File: src/design/slm_pkg.sv
// Shared constants, types and helper functions of the stereo level meter.
package slm_pkg;

  // The frame length must be a power of two.
  localparam int FRAME_SAMPLES = 1024;
  localparam int FRAME_SHIFT   = $clog2(FRAME_SAMPLES);
  localparam int CNT_W         = FRAME_SHIFT;

  localparam int SAMPLE_W   = 16;
  localparam int MAG_W      = SAMPLE_W + 1;
  localparam int SQ_W       = 2 * MAG_W;
  localparam int SUM_W      = 41;
  localparam int ROOT_IN_W  = 32;
  localparam int ROOT_W     = ROOT_IN_W / 2;
  localparam int REM_W      = ROOT_W + 2;
  localparam int ROOT_IT_W  = $clog2(ROOT_W);
  localparam int LEVEL_W    = 16;
  localparam int BAR_W      = 10;
  localparam int COLOR_W    = 6;
  localparam int GRAD_W     = 7;
  localparam int RISE_W     = 2 * LEVEL_W;
  localparam int BAR_PROD_W = LEVEL_W + BAR_W;
  localparam int COL_PROD_W = LEVEL_W + COLOR_W;

  localparam int CFG_IDX_W  = 2;
  localparam int CFG_DATA_W = 16;

  localparam logic [SUM_W-1:0]   SUM_MAX   = {SUM_W{1'b1}};
  localparam logic [LEVEL_W-1:0] RISE_Q16  = 16'd39322;
  localparam logic [LEVEL_W:0]   SLEW_Q16  = 17'd1638;
  localparam logic [MAG_W-1:0]   AMP_FULL  = 17'd32767;
  localparam logic [GRAD_W-1:0]  GRAD_MAX  = 7'd64;
  localparam logic [COLOR_W-1:0] COLOR_TOP = 6'd63;

  localparam logic               MODE_RST  = 1'b0;
  localparam logic [LEVEL_W-1:0] DECAY_RST = 16'd1311;
  localparam logic [GRAD_W-1:0]  GRAD_RST  = 7'd8;
  localparam logic [BAR_W-1:0]   WIDTH_RST = 10'd80;

  typedef enum logic [CFG_IDX_W-1:0] {
    REG_MODE  = 2'd0,
    REG_DECAY = 2'd1,
    REG_GRAD  = 2'd2,
    REG_WIDTH = 2'd3
  } cfg_reg_e;

  typedef struct packed {
    logic               peak_mode;
    logic [LEVEL_W-1:0] decay_step;
    logic [GRAD_W-1:0]  gradient_count;
    logic [BAR_W-1:0]   display_width;
  } cfg_t;

  typedef struct packed {
    logic [LEVEL_W-1:0] level;
    logic [BAR_W-1:0]   bar;
    logic [COLOR_W-1:0] color;
  } lane_res_t;

  // Scales an amplitude by 65536 / 32767 with saturation. Below full scale the
  // quotient is twice the amplitude plus one once the amplitude reaches half scale.
  function automatic logic [LEVEL_W-1:0] to_level(input logic [MAG_W-1:0] amp);
    logic [LEVEL_W-1:0] lvl;
    if (amp >= AMP_FULL) begin
      lvl = {LEVEL_W{1'b1}};
    end else begin
      lvl = {amp[LEVEL_W-2:0], amp[LEVEL_W-2]};
    end
    return lvl;
  endfunction

endpackage

File: src/design/slm_accum.sv
// Per-channel frame accumulator: magnitude, square, saturating sum and peak.
module slm_accum (
  input  logic                                  clk_i,
  input  logic                                  rst_ni,
  input  logic                                  take_i,
  input  logic                                  last_i,
  input  logic signed [slm_pkg::SAMPLE_W-1:0]   sample_i,
  output logic                                  done_o,
  output logic        [slm_pkg::SUM_W-1:0]      sum_o,
  output logic        [slm_pkg::MAG_W-1:0]      peak_o
);

  logic [slm_pkg::MAG_W-1:0]   ext;
  logic [slm_pkg::MAG_W-1:0]   mag;
  logic                        vld_q;
  logic                        last_q;
  logic [slm_pkg::MAG_W-1:0]   mag_q;
  logic [slm_pkg::SQ_W-1:0]    sq_q;
  logic [slm_pkg::SUM_W-1:0]   sum_q;
  logic [slm_pkg::MAG_W-1:0]   peak_q;
  logic [slm_pkg::SUM_W:0]     sum_wide;
  logic [slm_pkg::SUM_W-1:0]   sum_d;
  logic [slm_pkg::MAG_W-1:0]   peak_d;
  logic                        done_q;
  logic [slm_pkg::SUM_W-1:0]   sum_out_q;
  logic [slm_pkg::MAG_W-1:0]   peak_out_q;

  assign ext = {sample_i[slm_pkg::SAMPLE_W-1], sample_i};
  assign mag = sample_i[slm_pkg::SAMPLE_W-1] ? (~ext + slm_pkg::MAG_W'(1)) : ext;

  assign sum_wide = {1'b0, sum_q} + (slm_pkg::SUM_W + 1)'(sq_q);
  assign sum_d    = sum_wide[slm_pkg::SUM_W] ? slm_pkg::SUM_MAX
                                             : sum_wide[slm_pkg::SUM_W-1:0];
  assign peak_d   = (mag_q > peak_q) ? mag_q : peak_q;

  always_ff @(posedge clk_i or negedge rst_ni) begin
    if (!rst_ni) begin
      vld_q  <= 1'b0;
      last_q <= 1'b0;
      done_q <= 1'b0;
      sum_q  <= '0;
      peak_q <= '0;
    end else begin
      vld_q  <= take_i;
      last_q <= take_i & last_i;
      done_q <= vld_q & last_q;
      if (vld_q) begin
        if (last_q) begin
          sum_q  <= '0;
          peak_q <= '0;
        end else begin
          sum_q  <= sum_d;
          peak_q <= peak_d;
        end
      end
    end
  end

  always_ff @(posedge clk_i) begin
    if (take_i) begin
      mag_q <= mag;
      sq_q  <= mag * mag;
    end
    if (vld_q && last_q) begin
      sum_out_q  <= sum_d;
      peak_out_q <= peak_d;
    end
  end

  assign done_o = done_q;
  assign sum_o  = sum_out_q;
  assign peak_o = peak_out_q;

endmodule

File: src/design/slm_finish.sv
// Per-channel frame-end unit: RMS square root, level scaling, ballistics, bar, color.
module slm_finish (
  input  logic                          clk_i,
  input  logic                          rst_ni,
  input  logic                          start_i,
  input  logic                          clear_i,
  input  logic [slm_pkg::SUM_W-1:0]     sum_i,
  input  logic [slm_pkg::MAG_W-1:0]     peak_i,
  input  slm_pkg::cfg_t                 cfg_i,
  output logic                          done_o,
  output slm_pkg::lane_res_t            res_o
);

  typedef enum logic [2:0] {
    ST_IDLE,
    ST_ROOT,
    ST_LEVEL,
    ST_RISE,
    ST_SHOWN,
    ST_TINT,
    ST_COLOR
  } state_e;

  state_e                              state_q;
  logic [slm_pkg::ROOT_IN_W-1:0]       x_q;
  logic [slm_pkg::REM_W-1:0]           rem_q;
  logic [slm_pkg::ROOT_W-1:0]          root_q;
  logic [slm_pkg::ROOT_IT_W-1:0]       it_q;
  logic [slm_pkg::MAG_W-1:0]           amp_q;
  logic [slm_pkg::LEVEL_W-1:0]         cur_q;
  logic                                up_q;
  logic [slm_pkg::RISE_W-1:0]          rise_prod_q;
  logic [slm_pkg::LEVEL_W-1:0]         shown_q;
  logic [slm_pkg::LEVEL_W-1:0]         tint_q;
  logic [slm_pkg::BAR_PROD_W-1:0]      bar_prod_q;
  logic [slm_pkg::BAR_W-1:0]           bar_q;
  logic [slm_pkg::COL_PROD_W-1:0]      color_prod_q;
  logic                                done_q;

  logic [slm_pkg::SUM_W-1:0]           mean;
  logic [slm_pkg::REM_W-1:0]           rem_try;
  logic [slm_pkg::REM_W-1:0]           trial;
  logic                                root_bit;
  logic [slm_pkg::REM_W-1:0]           rem_d;
  logic [slm_pkg::ROOT_W-1:0]          root_d;
  logic [slm_pkg::LEVEL_W-1:0]         fall;
  logic [slm_pkg::LEVEL_W:0]           s_ext;
  logic [slm_pkg::LEVEL_W:0]           t_ext;
  logic [slm_pkg::LEVEL_W:0]           tint_d;
  logic [slm_pkg::COLOR_W-1:0]         grad_mul;
  logic [slm_pkg::BAR_W-1:0]           bar_raw;

  assign mean = sum_i >> slm_pkg::FRAME_SHIFT;

  // One result bit per cycle of the restoring square root.
  assign rem_try  = {rem_q[slm_pkg::REM_W-3:0], x_q[slm_pkg::ROOT_IN_W-1 -: 2]};
  assign trial    = {root_q, 2'b01};
  assign root_bit = (rem_try >= trial);
  assign rem_d    = root_bit ? (rem_try - trial) : rem_try;
  assign root_d   = {root_q[slm_pkg::ROOT_W-2:0], root_bit};

  assign fall = (shown_q > cfg_i.decay_step) ? (shown_q - cfg_i.decay_step) : '0;

  assign s_ext = {1'b0, shown_q};
  assign t_ext = {1'b0, tint_q};

  always_comb begin
    if (s_ext > t_ext) begin
      tint_d = ((t_ext + slm_pkg::SLEW_Q16) < s_ext) ? (t_ext + slm_pkg::SLEW_Q16) : s_ext;
    end else begin
      tint_d = (t_ext > (s_ext + slm_pkg::SLEW_Q16)) ? (t_ext - slm_pkg::SLEW_Q16) : s_ext;
    end
  end

  always_comb begin
    if (cfg_i.gradient_count == '0) begin
      grad_mul = '0;
    end else if (cfg_i.gradient_count > slm_pkg::GRAD_MAX) begin
      grad_mul = slm_pkg::COLOR_TOP;
    end else begin
      grad_mul = slm_pkg::COLOR_W'(cfg_i.gradient_count - slm_pkg::GRAD_W'(1));
    end
  end

  assign bar_raw = bar_prod_q[slm_pkg::BAR_PROD_W-1:slm_pkg::LEVEL_W];

  always_ff @(posedge clk_i or negedge rst_ni) begin
    if (!rst_ni) begin
      state_q      <= ST_IDLE;
      x_q          <= '0;
      rem_q        <= '0;
      root_q       <= '0;
      it_q         <= '0;
      amp_q        <= '0;
      cur_q        <= '0;
      up_q         <= 1'b0;
      rise_prod_q  <= '0;
      shown_q      <= '0;
      tint_q       <= '0;
      bar_prod_q   <= '0;
      bar_q        <= '0;
      color_prod_q <= '0;
      done_q       <= 1'b0;
    end else begin
      done_q <= 1'b0;
      unique case (state_q)
        ST_IDLE: begin
          if (start_i) begin
            x_q    <= mean[slm_pkg::ROOT_IN_W-1:0];
            rem_q  <= '0;
            root_q <= '0;
            it_q   <= {slm_pkg::ROOT_IT_W{1'b1}};
            amp_q  <= peak_i;
            if (clear_i) begin
              shown_q <= '0;
              tint_q  <= '0;
            end
            state_q <= cfg_i.peak_mode ? ST_LEVEL : ST_ROOT;
          end
        end
        ST_ROOT: begin
          x_q    <= {x_q[slm_pkg::ROOT_IN_W-3:0], 2'b00};
          rem_q  <= rem_d;
          root_q <= root_d;
          it_q   <= it_q - slm_pkg::ROOT_IT_W'(1);
          if (it_q == '0) begin
            amp_q   <= {1'b0, root_d};
            state_q <= ST_LEVEL;
          end
        end
        ST_LEVEL: begin
          cur_q   <= slm_pkg::to_level(amp_q);
          state_q <= ST_RISE;
        end
        ST_RISE: begin
          up_q        <= (cur_q > shown_q);
          rise_prod_q <= (cur_q - shown_q) * slm_pkg::RISE_Q16;
          state_q     <= ST_SHOWN;
        end
        ST_SHOWN: begin
          shown_q <= up_q ? (shown_q + rise_prod_q[slm_pkg::RISE_W-1:slm_pkg::LEVEL_W])
                          : fall;
          state_q <= ST_TINT;
        end
        ST_TINT: begin
          tint_q     <= tint_d[slm_pkg::LEVEL_W-1:0];
          bar_prod_q <= shown_q * cfg_i.display_width;
          state_q    <= ST_COLOR;
        end
        ST_COLOR: begin
          color_prod_q <= tint_q * grad_mul;
          bar_q        <= (bar_raw > cfg_i.display_width) ? cfg_i.display_width : bar_raw;
          done_q       <= 1'b1;
          state_q      <= ST_IDLE;
        end
        default: begin
          state_q <= ST_IDLE;
        end
      endcase
    end
  end

  assign done_o      = done_q;
  assign res_o.level = shown_q;
  assign res_o.bar   = bar_q;
  assign res_o.color = color_prod_q[slm_pkg::COL_PROD_W-1:slm_pkg::LEVEL_W];

endmodule

File: src/design/stereo_level_meter_top.sv
// Top level of the stereo level meter: config registers, frame control and result register.
// Throughput: one stereo sample per cycle; a frame's last sample waits only while the
// previous frame's result is still in flight or not yet taken.
// In RMS mode a frame's result passes the 16-step square root before the level steps;
// in peak mode the square root is skipped.
// Reset clears shown levels, accumulators and handshake state and loads the default config.
module stereo_level_meter_top (
  input  logic                                 clk_i,
  input  logic                                 rst_ni,
  input  logic                                 cfg_we_i,
  input  logic        [slm_pkg::CFG_IDX_W-1:0] cfg_idx_i,
  input  logic        [slm_pkg::CFG_DATA_W-1:0] cfg_wdata_i,
  input  logic                                 in_valid_i,
  output logic                                 in_ready_o,
  input  logic signed [slm_pkg::SAMPLE_W-1:0]  left_sample_i,
  input  logic signed [slm_pkg::SAMPLE_W-1:0]  right_sample_i,
  input  logic                                 audio_present_i,
  output logic                                 out_valid_o,
  input  logic                                 out_ready_i,
  output logic        [slm_pkg::LEVEL_W-1:0]   left_level_o,
  output logic        [slm_pkg::LEVEL_W-1:0]   right_level_o,
  output logic        [slm_pkg::BAR_W-1:0]     left_bar_o,
  output logic        [slm_pkg::BAR_W-1:0]     right_bar_o,
  output logic        [slm_pkg::COLOR_W-1:0]   left_color_o,
  output logic        [slm_pkg::COLOR_W-1:0]   right_color_o
);

  slm_pkg::cfg_t               cfg_q;
  logic [slm_pkg::CNT_W-1:0]   cnt_q;
  logic                        pend_q;
  logic                        pres_q;
  logic                        out_valid_q;
  slm_pkg::lane_res_t          out_l_q;
  slm_pkg::lane_res_t          out_r_q;

  logic                        last;
  logic                        take;
  logic                        last_take;
  logic                        acc_done_l;
  logic                        acc_done_r;
  logic [slm_pkg::SUM_W-1:0]   sum_l;
  logic [slm_pkg::SUM_W-1:0]   sum_r;
  logic [slm_pkg::MAG_W-1:0]   peak_l;
  logic [slm_pkg::MAG_W-1:0]   peak_r;
  logic                        fin_done_l;
  logic                        fin_done_r;
  logic                        fin_done;
  slm_pkg::lane_res_t          res_l;
  slm_pkg::lane_res_t          res_r;

  assign last       = (cnt_q == slm_pkg::CNT_W'(slm_pkg::FRAME_SAMPLES - 1));
  assign in_ready_o = !(last && (pend_q || out_valid_q));
  assign take       = in_valid_i && in_ready_o;
  assign last_take  = take && last;
  assign fin_done   = fin_done_l && fin_done_r;

  always_ff @(posedge clk_i or negedge rst_ni) begin
    if (!rst_ni) begin
      cfg_q.peak_mode      <= slm_pkg::MODE_RST;
      cfg_q.decay_step     <= slm_pkg::DECAY_RST;
      cfg_q.gradient_count <= slm_pkg::GRAD_RST;
      cfg_q.display_width  <= slm_pkg::WIDTH_RST;
    end else if (cfg_we_i) begin
      unique case (slm_pkg::cfg_reg_e'(cfg_idx_i))
        slm_pkg::REG_MODE:  cfg_q.peak_mode      <= cfg_wdata_i[0];
        slm_pkg::REG_DECAY: cfg_q.decay_step     <= cfg_wdata_i[slm_pkg::LEVEL_W-1:0];
        slm_pkg::REG_GRAD:  cfg_q.gradient_count <= cfg_wdata_i[slm_pkg::GRAD_W-1:0];
        slm_pkg::REG_WIDTH: cfg_q.display_width  <= cfg_wdata_i[slm_pkg::BAR_W-1:0];
        default: begin
        end
      endcase
    end
  end

  always_ff @(posedge clk_i or negedge rst_ni) begin
    if (!rst_ni) begin
      cnt_q       <= '0;
      pend_q      <= 1'b0;
      pres_q      <= 1'b0;
      out_valid_q <= 1'b0;
    end else begin
      if (take) begin
        cnt_q <= last ? '0 : (cnt_q + slm_pkg::CNT_W'(1));
      end
      if (last_take) begin
        pres_q <= audio_present_i;
      end
      if (fin_done) begin
        pend_q      <= 1'b0;
        out_valid_q <= 1'b1;
      end else begin
        if (last_take) begin
          pend_q <= 1'b1;
        end
        if (out_ready_i) begin
          out_valid_q <= 1'b0;
        end
      end
    end
  end

  always_ff @(posedge clk_i) begin
    if (fin_done) begin
      out_l_q <= res_l;
      out_r_q <= res_r;
    end
  end

  slm_accum u_accum_l (
    .clk_i    (clk_i),
    .rst_ni   (rst_ni),
    .take_i   (take),
    .last_i   (last),
    .sample_i (left_sample_i),
    .done_o   (acc_done_l),
    .sum_o    (sum_l),
    .peak_o   (peak_l)
  );

  slm_accum u_accum_r (
    .clk_i    (clk_i),
    .rst_ni   (rst_ni),
    .take_i   (take),
    .last_i   (last),
    .sample_i (right_sample_i),
    .done_o   (acc_done_r),
    .sum_o    (sum_r),
    .peak_o   (peak_r)
  );

  slm_finish u_finish_l (
    .clk_i   (clk_i),
    .rst_ni  (rst_ni),
    .start_i (acc_done_l),
    .clear_i (!pres_q),
    .sum_i   (sum_l),
    .peak_i  (peak_l),
    .cfg_i   (cfg_q),
    .done_o  (fin_done_l),
    .res_o   (res_l)
  );

  slm_finish u_finish_r (
    .clk_i   (clk_i),
    .rst_ni  (rst_ni),
    .start_i (acc_done_r),
    .clear_i (!pres_q),
    .sum_i   (sum_r),
    .peak_i  (peak_r),
    .cfg_i   (cfg_q),
    .done_o  (fin_done_r),
    .res_o   (res_r)
  );

  assign out_valid_o   = out_valid_q;
  assign left_level_o  = out_l_q.level;
  assign right_level_o = out_r_q.level;
  assign left_bar_o    = out_l_q.bar;
  assign right_bar_o   = out_r_q.bar;
  assign left_color_o  = out_l_q.color;
  assign right_color_o = out_r_q.color;

endmodule

File: config.mk
export PLATFORM = sky130hd
export DESIGN_NAME = stereo_level_meter_top
export DESIGN_NICKNAME = d
export VERILOG_FILES = /design/src/design/slm_pkg.sv /design/src/design/slm_accum.sv /design/src/design/slm_finish.sv /design/src/design/stereo_level_meter_top.sv
export SDC_FILE = /design/constraint.sdc
export NUM_CORES = 2
export LEC_CHECK = 0
export BUFFER_PORTS_ARGS = -buffer_cell sky130_fd_sc_hd__buf_2
export CAP_MARGIN = 40
export CORE_ASPECT_RATIO = 1.1
export CORE_UTILIZATION = 60
export DETAILED_ROUTE_END_ITERATION = 6
export PLACE_DENSITY = 0.79
export SLEW_MARGIN = 10
export SYNTH_ARGS = -nofsm -noshare
export SYNTH_HDL_FRONTEND = slang
export SYNTH_HIERARCHICAL = 1
export SYNTH_SLANG_ARGS = --single-unit
export TNS_END_PERCENT = 5
File: constraint.sdc
create_clock -name clk_i -period 9.6 [get_ports clk_i]
set_clock_uncertainty 0.2 [all_clocks]
set_input_delay 1.92 -clock clk_i [delete_from_list [all_inputs] [get_ports clk_i]]
set_output_delay 1.92 -clock clk_i [all_outputs]
set_load 0.1 [all_outputs]
==> flow_summary.ini <==
[outcome]
outcome = finished clean

[synthesis]
synth_area_per_cell_um2 = 9.368
synth_cells = 9080
yosysWarnings = 6
synth_area_um2 = 85060

[grt]
grt_pass1_wl_mm = 348.1
grt_max_degree = 164
grt_pass1_vias = 68660
grt.overflow.total = 0
antenna_found_initial = 1
track_usage = 0.3004

[hold_path]
worstHoldStart = u_finish_l/bar_q[3]
holdPathStages = 0
min_to = left_bar_o[3]
min_path_type = reg -> reg

[worst_setup_path]
crit_path_frequent_cell = fa_1
cp_data_required_time_ns = 9.83
cp_slowest_stage_delay_ns = 0.58
reg2reg_depth = 30
start_kind = input port
reg2reg_from = u_finish_r/shown_q[2]
crit_path_end_kind = flop
cp_slowest_cell = fa_1
r2r-end = u_finish_r/rise_prod_q[31]
worstPathArrival_ns = 9.25
path_class = in -> reg
regToRegSetupSlack_ns = 0.94
crit_fanout = 7

[drt]
first_pass_iters = 6
drt_iter0_markers = 5396
vias = 65440
drtAntennaViolNets = 0
avgViaCountPerCell = 5.869
drc = 0
wirelength_mm = 212.2
avgRoutedWirePerCell_um = 19.03

[placement]
port_buffers = 121
dp_hpwl_mm = 165.3
dp_slack_ns = -0.1258
postPlaceCellArea_um2 = 88900
gp_congestion = 0.9281

[power_and_ir_drop]
cellLeakagePower_uw = 0.04608
power_density_nw_per_um2 = 310.9
ir_drop_mv = 0.7777

[layout]
nNetsFinal = 11210
post_route_cells_drive_above_1_share = 0.07239
final_cell_mix = inv_1 (1,550), nand2_1 (1,020), ha_1 (975), fa_1 (916), nor2_1 (549)
antennaDiodeCount = 0
fin_area_um2 = 91670
final_common_cell = inv_1
syn2layout_area_growth_pct = 7.770

[timing]
worst_pin_slew_ns = 0.9789
fin_crit_sh = 0.9401
rsz0062_at_grt = no
setup_violations = 0
fin_crit_ns = 9.025
max_freq_mhz = 110.8
slew-limit-headroom = 0.3474
finalWorstSetupSlack_ns = 0.5753
drv_slew = 0
hold_viol_final = 0

[clocking]
clock_latency_ns = 0.70
clkSlewWorstSetupHoldPaths_ns = 0.06
tritoncts = yes
post_cts_buffers = 0
clockBufferDepth = 3
numCtsBuffers = 83
hold_buffers = 0
clock-sinks = 785
h-tree-depth = 3
ctsResizeCount = 0
cts_root_buf = clkbuf_16

[flow_run]
max-cap-violations = 0

[floorplan]
die-area_um2 = 143300
fp.dieW_um = 361.0
coreArea_um2 = 140400
start_util = 0.6060
fp-row-count = 144
die_h_um = 396.9
ios = 122
cell type report:
type / instances / area (um2)
clock buffers: 110 / 2290
clock inverters: 45 / 424.2
fillers: 10950 / 48690
inverters: 1575 / 5917
multi-input cells: 6465 / 57320
flip-flops and latches: 785 / 20950
well taps: 1825 / 2283
repair buffers: 345 / 2489
worst max path at each step:
stage                            from            endpoint  slack [ns]  depth (start not counted)
floorplan           right_sample_i[0]  u_accum_r/sq_q[32]       -0.01                         31
finish               left_sample_i[1]  u_accum_l/sq_q[32]        0.58                         30
global placement    right_sample_i[0]  u_accum_r/sq_q[33]     -0.0005                         29
detailed placement   left_sample_i[1]  u_accum_l/sq_q[32]       -0.13                         30
global route         left_sample_i[1]  u_accum_l/sq_q[25]        0.08                         29
CTS                  left_sample_i[1]  u_accum_l/sq_q[32]        0.62                         30
critical path, delay by kind of cell:
| family | cells | cell delay (ns) |
|---|---|---|
| buffers and inverters | 7 | 0.68 |
| XOR/XNOR | 2 | 0.50 |
| AND/OR/NAND/NOR | 6 | 1.51 |
| adder cells (fa/ha/maj) | 8 | 3.47 |
| AO/OA/AOI/OAI | 7 | 1.16 |
flip-flops by register name, summed over array words and instances (netlist names), 17 cells and up:
signal,count
u_accum_l/sum_q,41
u_accum_r/sum_q,41
cfg_q,34
u_accum_l/sq_q,32
u_accum_r/sq_q,32
u_finish_l/x_q,32
u_finish_r/x_q,32
u_accum_l/sum_o,31
u_accum_r/sum_o,31
u_accum_l/mag_q,17
u_accum_l/peak_o,17
u_accum_l/peak_q,17
u_accum_r/mag_q,17
u_accum_r/peak_o,17
u_accum_r/peak_q,17
u_finish_l/amp_q,17
u_finish_r/amp_q,17
power by group:
part	total, uW	switching, uW	internal [uW]
Combinational	20200	11200	9010
Sequential	5120	324	4800
Clock	3210	1440	1770
Total	28500	12900	15600
per-layer routing:
layer	vias up	share of wire	global-route usage	wire length [um]
li1	30320	-	-	-
met5	-	0.000061	0	13
met4	2	0.041	0.1239	8613
met3	552	0.064	0.03751	13480
met2	2390	0.50	0.5297	105500
met1	32170	0.40	0.3724	84650
through the flow:
step                utilization  power [uW]  setup TNS (ns)  hold WS, ns  instances
finish                   0.6531       28500               0       0.2425      11150
global route             0.6531       31160               0       0.2533      11150
CTS                      0.6527       28430               0       0.2424      11150
detailed placement       0.6334       25140         -0.3981       0.2307      10990
global placement         0.6318       24590      -0.0004814       0.2290      10980
floorplan                     -       19800        -0.01286       0.2211       9150
(Power assumes the default switching activity.)
